==> src/hdl/luop_pkg.sv <==
// Shared types, field layout and popcount helper for the leave-one-out union popcount block.
package luop_pkg;

    // Input beat layout: seed_slot, seed_node, tabu_expiry, mask_word (last_column on tlast)
    localparam int SLOT_W      = 5;
    localparam int NODE_W      = 20;
    localparam int EXPIRY_W    = 25;
    localparam int WORD_W      = 64;
    localparam int S_TDATA_W   = 120;
    localparam int SLOT_LSB    = 0;
    localparam int NODE_LSB    = SLOT_LSB + SLOT_W;
    localparam int EXPIRY_LSB  = NODE_LSB + NODE_W;
    localparam int WORD_LSB    = EXPIRY_LSB + EXPIRY_W;

    // Result beat layout: removed_node, without_count, full_count (has_removal on tuser)
    localparam int COUNT_W     = 17;
    localparam int M_TDATA_W   = 56;
    localparam int M_PAD_W     = M_TDATA_W - NODE_W - 2 * COUNT_W;

    // Configuration port
    localparam int CFG_IDX_W   = 1;
    localparam int CFG_DATA_W  = 24;
    localparam int SEED_CNT_W  = 6;
    localparam int ITER_W      = 24;
    localparam int POP_W       = 7;

    localparam logic [CFG_IDX_W-1:0] REG_SEEDS    = 1'd0;
    localparam logic [CFG_IDX_W-1:0] REG_CUR_ITER = 1'd1;

    typedef enum logic [1:0] {
        CNT_HOLD,
        CNT_ZERO,
        CNT_INC,
        CNT_DEC
    } cnt_op_t;

    typedef struct packed {
        logic    item_load;
        logic    fwd_step;
        logic    bwd_step;
        cnt_op_t cnt_op;
        logic    out_load_seed;
        logic    out_load_none;
        logic    clear_counts;
    } luop_cmd_t;

    typedef struct packed {
        logic col_end;
        logic last_col;
        logic cnt_at_top;
        logic cnt_at_zero;
        logic cur_free;
        logic last_free;
        logic any_free;
        logic out_free;
    } luop_status_t;

    // Adder tree, six levels
    function automatic logic [POP_W-1:0] pop64(input logic [WORD_W-1:0] x);
        logic [1:0] l1 [32];
        logic [2:0] l2 [16];
        logic [3:0] l3 [8];
        logic [4:0] l4 [4];
        logic [5:0] l5 [2];
        for (int i = 0; i < 32; i++) l1[i] = {1'b0, x[2*i]} + {1'b0, x[2*i+1]};
        for (int i = 0; i < 16; i++) l2[i] = {1'b0, l1[2*i]} + {1'b0, l1[2*i+1]};
        for (int i = 0; i < 8; i++)  l3[i] = {1'b0, l2[2*i]} + {1'b0, l2[2*i+1]};
        for (int i = 0; i < 4; i++)  l4[i] = {1'b0, l3[2*i]} + {1'b0, l3[2*i+1]};
        for (int i = 0; i < 2; i++)  l5[i] = {1'b0, l4[2*i]} + {1'b0, l4[2*i+1]};
        return {1'b0, l5[0]} + {1'b0, l5[1]};
    endfunction

endpackage

==> src/hdl/luop_ctrl.sv <==
// Sequencing state machine: column load, prefix and suffix passes, result emission.
module luop_ctrl (
    input  logic                  aclk,
    input  logic                  aresetn,
    input  logic                  s_tvalid,
    output logic                  s_tready,
    input  luop_pkg::luop_status_t st,
    output luop_pkg::luop_cmd_t   cmd
);
    import luop_pkg::*;

    typedef enum logic [2:0] {
        ST_IDLE,
        ST_FWD,
        ST_BWD,
        ST_DRAIN,
        ST_EMIT,
        ST_NONE
    } state_t;

    state_t state_reg, state_next;

    assign s_tready = (state_reg == ST_IDLE);

    always_comb begin
        state_next = state_reg;
        cmd        = '0;
        cmd.cnt_op = CNT_HOLD;
        case (state_reg)
            ST_IDLE: begin
                if (s_tvalid) begin
                    cmd.item_load = 1'b1;
                    if (st.col_end) begin
                        cmd.cnt_op = CNT_ZERO;
                        state_next = ST_FWD;
                    end
                end
            end
            ST_FWD: begin
                cmd.fwd_step = 1'b1;
                // counter already sits on the top slot, where the suffix pass starts
                if (st.cnt_at_top) begin
                    state_next = ST_BWD;
                end else begin
                    cmd.cnt_op = CNT_INC;
                end
            end
            ST_BWD: begin
                cmd.bwd_step = 1'b1;
                if (st.cnt_at_zero) begin
                    state_next = ST_DRAIN;
                end else begin
                    cmd.cnt_op = CNT_DEC;
                end
            end
            ST_DRAIN: begin
                // let the final accumulate land before anything reads the counts
                if (!st.last_col) begin
                    state_next = ST_IDLE;
                end else if (st.any_free) begin
                    cmd.cnt_op = CNT_ZERO;
                    state_next = ST_EMIT;
                end else begin
                    state_next = ST_NONE;
                end
            end
            ST_EMIT: begin
                if (!st.cur_free) begin
                    cmd.cnt_op = CNT_INC;
                end else if (st.out_free) begin
                    cmd.out_load_seed = 1'b1;
                    if (st.last_free) begin
                        cmd.clear_counts = 1'b1;
                        state_next       = ST_IDLE;
                    end else begin
                        cmd.cnt_op = CNT_INC;
                    end
                end
            end
            ST_NONE: begin
                if (st.out_free) begin
                    cmd.out_load_none = 1'b1;
                    cmd.clear_counts  = 1'b1;
                    state_next        = ST_IDLE;
                end
            end
            default: begin
                state_next = ST_IDLE;
            end
        endcase
    end

    always_ff @(posedge aclk) begin
        if (!aresetn) begin
            state_reg <= ST_IDLE;
        end else begin
            state_reg <= state_next;
        end
    end

endmodule

==> config.mk <==
export PLATFORM = sky130hd
export DESIGN_NAME = luop_ctrl
export DESIGN_NICKNAME = d
export VERILOG_FILES = /design/src/hdl/luop_pkg.sv /design/src/hdl/luop_ctrl.sv
export SDC_FILE = /design/constraint.sdc
export NUM_CORES = 1
export LEC_CHECK = 0
export BUFFER_PORTS_ARGS = -buffer_cell sky130_fd_sc_hd__buf_2
export CORE_AREA = 2 2 39 41
export DETAILED_ROUTE_END_ITERATION = 12
export DIE_AREA = 0 0 41 43
export PLACE_DENSITY = 0.51
export SETUP_SLACK_MARGIN = 0.4
export SLEW_MARGIN = 20
export SYNTH_ARGS = -nofsm -noshare
export SYNTH_HDL_FRONTEND = slang
export SYNTH_SLANG_ARGS = --single-unit
==> constraint.sdc <==
create_clock -name aclk -period 1.65 [get_ports aclk]
set_clock_uncertainty 0.2 [all_clocks]
set_input_delay 0.2475 -clock aclk [delete_from_list [all_inputs] [get_ports aclk]]
set_output_delay 0.2475 -clock aclk [all_outputs]
set_load 0.05 [all_outputs]
==> summary.txt, run 1 <==
Setup path
  • Worst r2r dst: state_reg[0]
  • Crit path DAT: 1.37 ns
  • Worst setup path end: cmd[4]
  • Critical Path RT: approximately 1.2 ns
  • RR Startpoint: state_reg[0]
  • Crit path launch type: flip-flop
  • CP Class: flip-flop to output port
  • Crit path capture type: output port
  • CP Max Fanout: 6
  • Crit path launch: state_reg[0]
  • FF-to-FF setup slack: -0.13 ns
  • Worst r2r path cells: 7

Global route
  • First-pass GRT wire length: around 2000 microns
  • GR Util All Layers: 16.5%
  • Vias in the first global route: 477
  • Total grt overflow: 0
  • Initial antenna violation count: 0
  • Largest net degree at the start of global routing: 7

Finish
  • Fill cell count: between 100 and 150
  • Largest register FFs: 3
  • Multi-input gate area: 378 sq um
  • ANT cells: 0
  • Nets: 96
  • Most frequent cells in the layout: 19 x buf_4, 10 x buf_2, 10 x buf_6, 7 x nand2_1, 4 x nor3_4
  • Layout cells sized above 1: 81.0%
  • Synthesis-to-layout area growth: 182%
  • Sequential Area: 71.3 sq um
  • Commonest non-fill, non-tap cell in the layout: buf_4

Power and ir drop
  • Total power: 1330 uW
  • Power Internal: 707 uW
  • Pwr dens: 1570 mW/mm^2
  • Sequential power share: 10.2%
  • Leakage Power: 0.000361 uW
  • P_sw: 624 uW
  • Max VDD drop: 0.000798 V
  • Switching share of power: 46.9%
  • Logic pwr share: 80.4%
  • Clock power frac: 9.4%

Floorplanning
  • Die height: roughly 43 microns
  • Die Width: 41 microns
  • Initial Util: 21.8%
  • Die area: around 0.0018 sq mm
  • Top Ports: 20
  • Number of placement rows: 14
  • Core region area: 0.00138 sq mm

Drt
  • Antenna Nets Post-Route: 0
  • Total number of vias: 473
  • Drt first pass iters: 4
  • Post-DR vias/cell: 4.73
  • Initial drt markers: 5
  • DRC errors left: 0
  • Drt total wl: 1160 microns
  • Routed WL per cell: approximately 12 microns

STA
  • Final hold vios: 0
  • Relative slew slack: 77.9%
  • Post-route worst setup slack: -0.169 ns
  • Worst-Margin Slew: around 0.33 ns
  • Minimum clock period: approximately 1.8 ns
  • # setup viols final: 10
  • Fmax: 550 MHz
  • Slew Limit Fails: 0
  • Crit share post-route: 110%
  • RSZ-0062 raised after global routing: yes

Clock network
  • Clk slew on worst S/H paths: 0.04 ns
  • CTS Buf Count: 3
  • H-tree Lvls: 1
  • Skew-Pair Late Insertion Delay: 0.23 ns
  • Clock sink count: 3
  • Hold_buf cts: 0
  • CTS tree: built
  • CTS Root Buffer Type: clkbuf_4
  • CTS Buffer Depth: 2

Logic synthesis
  • Syn avg cell area: 7.35 sq um
  • Synthesized area: 302 sq um
  • Netlist cell types: 22
  • Cells after synthesis: 41
  • Post-synthesis sequential area ratio: 19.9%
  • Syn_nets: 52
  • #FFs+latches synth: 3
  • Yosys Warn Count: 0

Status
  • Status: finished, violations left
  • Failing checks: negative setup slack

Place
  • Dpl hpwl: 796 microns
  • Buffers on Ports: 19
  • GP Congestion: 0.747
  • Worst slack, placed: -0.147 ns

Min path
  • Min-Delay Path Class: input port to flip-flop

Run
  • Max-cap violations: 0
## metrics by stage
step                cells  hold slack [ns]  instance area [sq um]  setup TNS, ns  utilization, %
floorplan              41            0.162                    400         -0.403               -
global placement       90            0.326                    609         -0.522            44.0
detailed placement     90            0.338                    609         -0.548            44.0
CTS                    97           0.0958                    797         -0.934            57.6
global route          100            0.127                    850          -1.56            61.4
finish                100           0.0994                    850         -0.984            61.4
## synth_stat cells
library cell  n  share of area (%)
buf_4         1                2.5
nor2b_1       1                2.1
xor2_1        1                2.9
a31oi_1       1                2.1
dfxtp_1       3                 20
nor3b_1       1                2.5
nand2_1       9                 11
nor4_2        2                8.3
a32o_1        2                6.6
o21ai_2       1                2.9
buf_6         1                3.7
or2b_1        1                2.5
mux2i_1       1                3.3
nor2_1        2                2.5
o21ai_0       2                3.3
nor3_1        5                8.3
nor4b_1       2                5.8
buf_2         1                1.7
a21oi_1       1                1.7
o41ai_1       1                2.9
and2_1        1                2.1
inv_1         1                1.2
## worst max-delay path, cell delays in order, from the launching register on
cell	delay, ns
dfxtp_4	0.36
or2b_4	0.29
nor3_4	0.15
nor3_2	0.08
o41ai_4	0.06
buf_6	0.20
## what timing repair did
item	in CTS	in global routing
setup endpoints to repair	12	12
setup buffers	3	3
pin swaps	6	0
resized for setup	38	8
## per-layer routing
layer,vias up,GRT usage [%],part of all wire [%]
met1,215,19.4,39
met4,0,10.0,1.2
met2,16,26.6,55
li1,240,-,-
met5,-,0,0
met3,2,2.09,4.8
## cells by family (layout without fill, tap and decap cells)
kind of cell	count (synthesis)	count (layout)	synth area share [%]
AND/OR/NAND/NOR	24	24	45.2
multiplexers	1	1	3.32
XOR/XNOR	1	1	2.91
buffers and inverters	4	47	9.13
flip-flops	3	3	19.9
AO/OA/AOI/OAI	8	8	19.5
## power groups by stage
stage	Clock, uW	Sequential, uW	Combinational, uW
2_1_floorplan	0	115	559
3_3_place_gp	0	119	763
3_5_place_dp	0	121	760
4_1_cts	133	136	950
5_1_grt	132	141	1130
6_report	124	136	1070
## final cells by class
cell class	count	share of cell area, %
Timing Repair Buffer	42	41.2
Multi-Input combinational cell	34	44.5
Inverter	1	0.442
Clock buffer	4	3.09
Tap cell	16	2.36
Sequential cell	3	8.39
## worst min path at each step
| stage | from | end | slack [ns] | cells after the start |
|---|---|---|---|---|
| after floorplan | aresetn | state_reg[2] | 0.16 | 2 |
| after global placement | aresetn | state_reg[2] | 0.33 | 3 |
| after detailed placement | aresetn | state_reg[2] | 0.34 | 3 |
| after CTS | aresetn | state_reg[2] | 0.1 | 3 |
| after global routing | aresetn | state_reg[1] | 0.13 | 2 |
| final | aresetn | state_reg[2] | 0.1 | 3 |
No activity file was read; power rests on OpenSTA's default activity.
==> run 2, diff against run 1 <==
--- a/config.mk
+++ b/config.mk
@@ -7,11 +7,13 @@
 export LEC_CHECK = 0
 export BUFFER_PORTS_ARGS = -buffer_cell sky130_fd_sc_hd__buf_2
 export CORE_AREA = 2 2 39 41
+export CTS_BUF_LIST = sky130_fd_sc_hd__clkbuf_8
 export DETAILED_ROUTE_END_ITERATION = 12
 export DIE_AREA = 0 0 41 43
-export PLACE_DENSITY = 0.51
+export PLACE_DENSITY = 0.52
 export SETUP_SLACK_MARGIN = 0.4
 export SLEW_MARGIN = 20
 export SYNTH_ARGS = -nofsm -noshare
 export SYNTH_HDL_FRONTEND = slang
 export SYNTH_SLANG_ARGS = --single-unit
+export TNS_END_PERCENT = 10
==> constraint.sdc (replaced) <==
create_clock -name aclk -period 1.6 [get_ports aclk]
set_clock_uncertainty 0.2 [all_clocks]
set_input_delay 0.24 -clock aclk [delete_from_list [all_inputs] [get_ports aclk]]
set_output_delay 0.24 -clock aclk [all_outputs]
set_load 0.05 [all_outputs]
==> run 2 against run 1 <==
Compared with the run above: the flow still finishes with violations (negative setup slack); worst setup slack worse by 0.025 ns; hold slack worse by 0.015 ns; sequential share of layout area up 0.88 points; register-to-register slack better by 0.13 ns; total power down 5.9%.
==> summary.txt, run 2 (synthesis results as in run 1) <==
Global route
  • Initial antenna violation count: 0
  • Vias in the first global route: 395
  • Total grt overflow: 0
  • First-pass GRT wire length: 1570 microns
  • Largest net degree at the start of global routing: 7
  • GR Util All Layers: between 10% and 20%

Finish
  • Synthesis-to-layout area growth: 146%
  • Most frequent cells in the layout: 15 x buf_4, 10 x buf_2, 10 x buf_6, 7 x nand2_1
  • Largest register FFs: 3
  • Nets: 90
  • ANT cells: 0
  • Sequential Area: 68.8 sq um
  • Multi-input gate area: 314 sq um
  • Fin cells: 94
  • Util after Layout: between 50% and 60%
  • Fill cell count: 137
  • Layout cells sized above 1: 75.6%
  • Commonest non-fill, non-tap cell in the layout: buf_4

Min path
  • Min-Delay Path Class: input port to flip-flop

Setup path
  • CP Class: flip-flop to output port
  • Critical Path RT: 1.16 ns
  • Top delay family on crit path: simple AND/OR/NAND/NOR gates
  • Crit path launch type: flip-flop
  • Crit path capture type: output port
  • Buffers & Inverters on Critical Path: 1
  • CP peak stage delay: around 0.34 ns
  • CP Max Fanout: 5
  • Slowest CP cell: dfxtp_2
  • Crit-path cells: or2b_1 -> nor3_2 -> nor3_1 -> o41ai_4 -> buf_6
  • Crit path DAT: roughly 1.4 ns

STA
  • Post-route worst setup slack: -0.194 ns
  • Final hold vios: 0
  • Worst-Margin Slew: between 0.3 and 0.4 ns
  • Min Hold Slack: 0.0847 ns
  • Crit share post-route: 112%
  • Minimum clock period: ~1.8 ns
  • # setup viols final: 7
  • Slew Limit Fails: 0
  • Fmax: 557 MHz
  • Relative slew slack: 78.7%
  • RSZ-0062 raised after global routing: yes

Place
  • Post-placement cell count: 90
  • Buffers on Ports: 19
  • Dpl hpwl: 838 microns
  • GP Congestion: approximately 0.74

Clock network
  • CTS tree: built
  • CTS Buffer Depth: 2
  • Skew-Pair Late Insertion Delay: approximately 0.21 ns
  • CTS Buf Count: 3
  • Clk slew on worst S/H paths: 0.03 ns
  • Post-CTS Setup Inserts: 0
  • H-tree Lvls: 1
  • Clock sink count: 3
  • CTS Root Buffer Type: clkbuf_8
  • Hold_buf cts: 0

Drt
  • Post-DR vias/cell: 4.63
  • Drt first pass iters: 4
  • Antenna Nets Post-Route: 0
  • DRC errors left: 0
  • Drt total wl: 1000 microns
  • Routed WL per cell: between 10 and 15 microns
  • Total number of vias: 435
  • Initial drt markers: 1

Power and ir drop
  • Leakage Power: 0.000336 uW
  • Pwr dens: 1690 mW/mm^2
  • Total power: 1250 uW
  • Max VDD drop: around 0.00075 V

Floorplanning
  • Core region area: 0.00138 sq mm
  • Initial Util: between 20% and 30%
  • Die height: 43 microns
  • Die area: roughly 0.0018 sq mm
  • Die Width: slightly above 40 microns
  • Top Ports: 20
  • Number of placement rows: 14

Status
  • Status: finished, violations left
  • Failing checks: negative setup slack

Run
  • Max-cap violations: 0
## run 2: per-stage QoR
step	setup TNS, ns	setup slack (ns)	area, sq um
4_1_cts	-0.974	-0.215	734
5_1_grt	-1.34	-0.248	742
3_5_place_dp	-0.569	-0.197	598
3_3_place_gp	-0.731	-0.231	598
2_1_floorplan	-0.648	-0.152	389
6_report	-0.764	-0.194	742
## run 2: report_power, final
| group | switching (uW) | total [uW] | internal, uW |
|---|---|---|---|
| clock network | 49.7 | 213 | 163 |
| registers | 32.7 | 134 | 102 |
| logic | 503 | 905 | 402 |
## run 2: tightest hold or removal path: cells and delay by family
family                 cells  cell delay [ns]
AO/OA/AOI/OAI              1             0.05
buffers and inverters      1             0.12
AND/OR/NAND/NOR            1             0.05
## run 2: repair_timing
action | CTS | global route
resized for setup | 29 | 2
hold endpoints to repair | 0 | 0
endpoints found under the setup margin | 12 | 12
pin swaps | 4 | 1
## run 2: layout make-up
cell class	instances	area share [%]
multi-input combinational	34	42.3
timing repair buffer	36	39.1
sequential	3	9.27
clock buffer	3	5.56
tap	16	2.70
clock inverter	1	0.506
inverter	1	0.506
## run 2: layer usage
layer	global-route usage, %	vias up	part of all wire [%]
met1	14.5	193	41
met2	22.2	17	53
met4	6.00	0	0.80
li1	-	223	-
met3	3.14	2	5.2
met5	0	-	0
## run 2: worst paths after layout
| kind | slack [ns] | startpoint | to | cells past startpoint |
|---|---|---|---|---|
| hold reg to reg | 0.44 | state_reg[2] | state_reg[2] | 3 |
| setup / recovery | -0.19 | state_reg[0] | cmd[4] | 5 |
| setup reg to reg | 0 | state_reg[0] | state_reg[1] | 6 |
| hold / removal | 0.08 | aresetn | state_reg[2] | 3 |
==> run 3, diff against run 2 <==
--- a/config.mk
+++ b/config.mk
@@ -12,6 +12,7 @@
 export DIE_AREA = 0 0 41 43
 export PLACE_DENSITY = 0.52
 export SETUP_SLACK_MARGIN = 0.4
+export SKIP_LAST_GASP = 1
 export SLEW_MARGIN = 20
 export SYNTH_ARGS = -nofsm -noshare
 export SYNTH_HDL_FRONTEND = slang
==> run 3 against run 2 <==
Compared with the run above: the flow still finishes with violations (negative setup slack); first-iteration DRC count grew to 4.0 times the previous value; wire length grew 0.90%; via count shrank 0.23%; die area is the same; critical endpoint unchanged; final cell count is the same; register-to-register slack lost 0.05 ns; non-clock buffer count is the same; sequential share of layout area grew 0.24 points; cell area shrank 6.1%.
==> summary.txt, run 3 (synthesis results as in run 1) <==
Setup path
  • FF-to-FF setup slack: -0.05 ns
  • Critical Path RT: around 1.2 ns
  • CP Class: flip-flop to output port
  • CP Max Fanout: 5
  • Crit path capture type: output port
  • Worst r2r path cells: 6
  • CP peak stage delay: around 0.37 ns
  • Crit path launch type: flip-flop
  • Crit-path cells: or2b_1 -> nor3_2 -> nor3_2 -> o41ai_4 -> buf_6
  • CP dominant cell by count: nor3_2
  • Worst r2r dst: state_reg[1]
  • Crit path DAT: ~1.4 ns
  • RR Startpoint: state_reg[0]
  • Slowest CP cell: dfxtp_4

Run
  • Max-cap violations: 0

Global route
  • First-pass GRT wire length: approximately 1500 microns
  • Top Usage Layer GRT: met2
  • GRT met1 Usage: 14.1%
  • Total grt overflow: 0
  • Met2 Resource Use GR: around a fifth
  • Initial antenna violation count: 0
  • Largest net degree at the start of global routing: 7
  • GR Util All Layers: 12.4%
  • Vias in the first global route: just under 400
  • Met3 GRT Util: between 3 and 4%

Drt
  • Initial drt markers: 4
  • Drt total wl: 1010 microns
  • Total number of vias: 434
  • Antenna Nets Post-Route: 0
  • Drt first pass iters: 3
  • Post-DR vias/cell: 4.62
  • DRC errors left: 0
  • Routed WL per cell: 10.8 microns

Floorplanning
  • Die Width: 41 microns
  • Top Ports: 20
  • Core region area: 0.00138 sq mm
  • Die area: roughly 0.0018 sq mm
  • Number of placement rows: 14
  • Initial Util: 21.8%
  • Die height: 43 microns

Power and ir drop
  • Logic pwr share: 70.1%
  • Clock power frac: 18.1%
  • P_sw: 571 uW
  • Power Internal: 605 uW
  • Switching share of power: 48.6%
  • Pwr dens: roughly 1700 mW/mm^2
  • Max VDD drop: 0.000679 V
  • Sequential power share: a little under an eighth
  • Leakage Power: about 0.00033 uW

STA
  • Post-route worst setup slack: -0.222 ns
  • Slew Limit Fails: 0
  • Min Hold Slack: roughly 0.083 ns
  • Fmax: around 550 MHz
  • # setup viols final: 10
  • RSZ-0062 raised after global routing: yes
  • Crit share post-route: 114%
  • Worst-Margin Slew: 0.345 ns
  • Final hold vios: 0
  • Relative slew slack: 76.9%
  • Minimum clock period: 1.82 ns

Clock network
  • CTS Root Buffer Type: clkbuf_8
  • Skew-Pair Late Insertion Delay: 0.21 ns
  • CTS Buf Count: 3
  • CTS tree: built
  • Post-CTS Setup Inserts: 0
  • CTS Buffer Depth: 2
  • H-tree Lvls: 1
  • Clk slew on worst S/H paths: 0.03 ns
  • Hold_buf cts: 0
  • Clock sink count: 3

Finish
  • ANT cells: 0
  • Commonest non-fill, non-tap cell in the layout: buf_4
  • Util after Layout: approximately 50%
  • Nets: 90
  • Largest register FFs: 3
  • Synthesis-to-layout area growth: 131%
  • Finished layout cell area: 697 sq um
  • Fill cell count: between 100 and 150
  • Layout cells sized above 1: 75.6%
  • Most frequent cells in the layout: 19 x buf_4, 15 x buf_2, 7 x nand2_1, 3 x nor3_2, 3 x clkbuf_8

Min path
  • Hold_sp: aresetn
  • Hold EP: state_reg[2]
  • Min-Delay Path Class: input port to flip-flop
  • WHS Path Cells: 3

Status
  • Status: finished, violations left
  • Failing checks: negative setup slack

Place
  • Dpl hpwl: ~840 microns
  • GP Congestion: 0.743
  • Buffers on Ports: 19
  • Post-placement cell area: 598 sq um
run 3: what timing repair did:
action | CTS | global route
pin swaps | 1 | 1
endpoints found under the setup margin | 12 | 12
gates resized for setup | 11 | 4
run 3: layer usage:
layer	vias to the layer above	routed length [microns]	part of all wire, %
met1	193	386	38
met2	15	555	55
li1	224	-	-
met5	-	0	0
met3	2	63	6.2
met4	0	8	0.79
run 3: how the worst max path moves through the flow:
stage / start / end / slack [ns] / cells after the start
after floorplan: state_reg[1] / cmd[3] / -0.15 / 4
after CTS: state_reg[0] / cmd[4] / -0.22 / 5
after global routing: state_reg[0] / cmd[4] / -0.29 / 5
after global placement: state_reg[0] / cmd[4] / -0.23 / 5
after detailed placement: state_reg[0] / cmd[4] / -0.20 / 5
final: state_reg[0] / cmd[4] / -0.22 / 5
run 3: per-stage QoR:
stage                     total power [uW]  TNS, ns  std cells  worst slack (ns)
after floorplan                        681   -0.648         41            -0.152
after global placement                 911   -0.731         90            -0.231
after detailed placement               912   -0.569         90            -0.197
after CTS                             1170    -1.53         94            -0.218
after global routing                  1250    -2.19         94            -0.289
final                                 1180    -1.48         94            -0.222
run 3: critical path, delay by kind of cell (launching register included):
kind | cells | cell delay [ns]
buf+inv | 1 | 0.20
flops | 1 | 0.37
compound gates | 1 | 0.07
simple gates | 3 | 0.54
run 3: power by group through the flow:
stage | clock, uW | sequential (uW) | combinational, uW
3_5_place_dp | 0 | 123 | 788
4_1_cts | 219 | 131 | 819
3_3_place_gp | 0 | 123 | 789
2_1_floorplan | 0 | 118 | 563
5_1_grt | 228 | 142 | 881
6_report | 213 | 139 | 824
run 3: area by class of cell:
cell class                      instances  area, sq um  share of cell area (%)
Inverter                                1         3.75                   0.539
Sequential cell                         3         66.3                    9.52
Clock inverter                          1         3.75                   0.539
Timing Repair Buffer                   36          240                    34.5
Tap cell                               16         20.0                    2.87
Clock buffer                            3         41.3                    5.92
Multi-Input combinational cell         34          322                    46.1
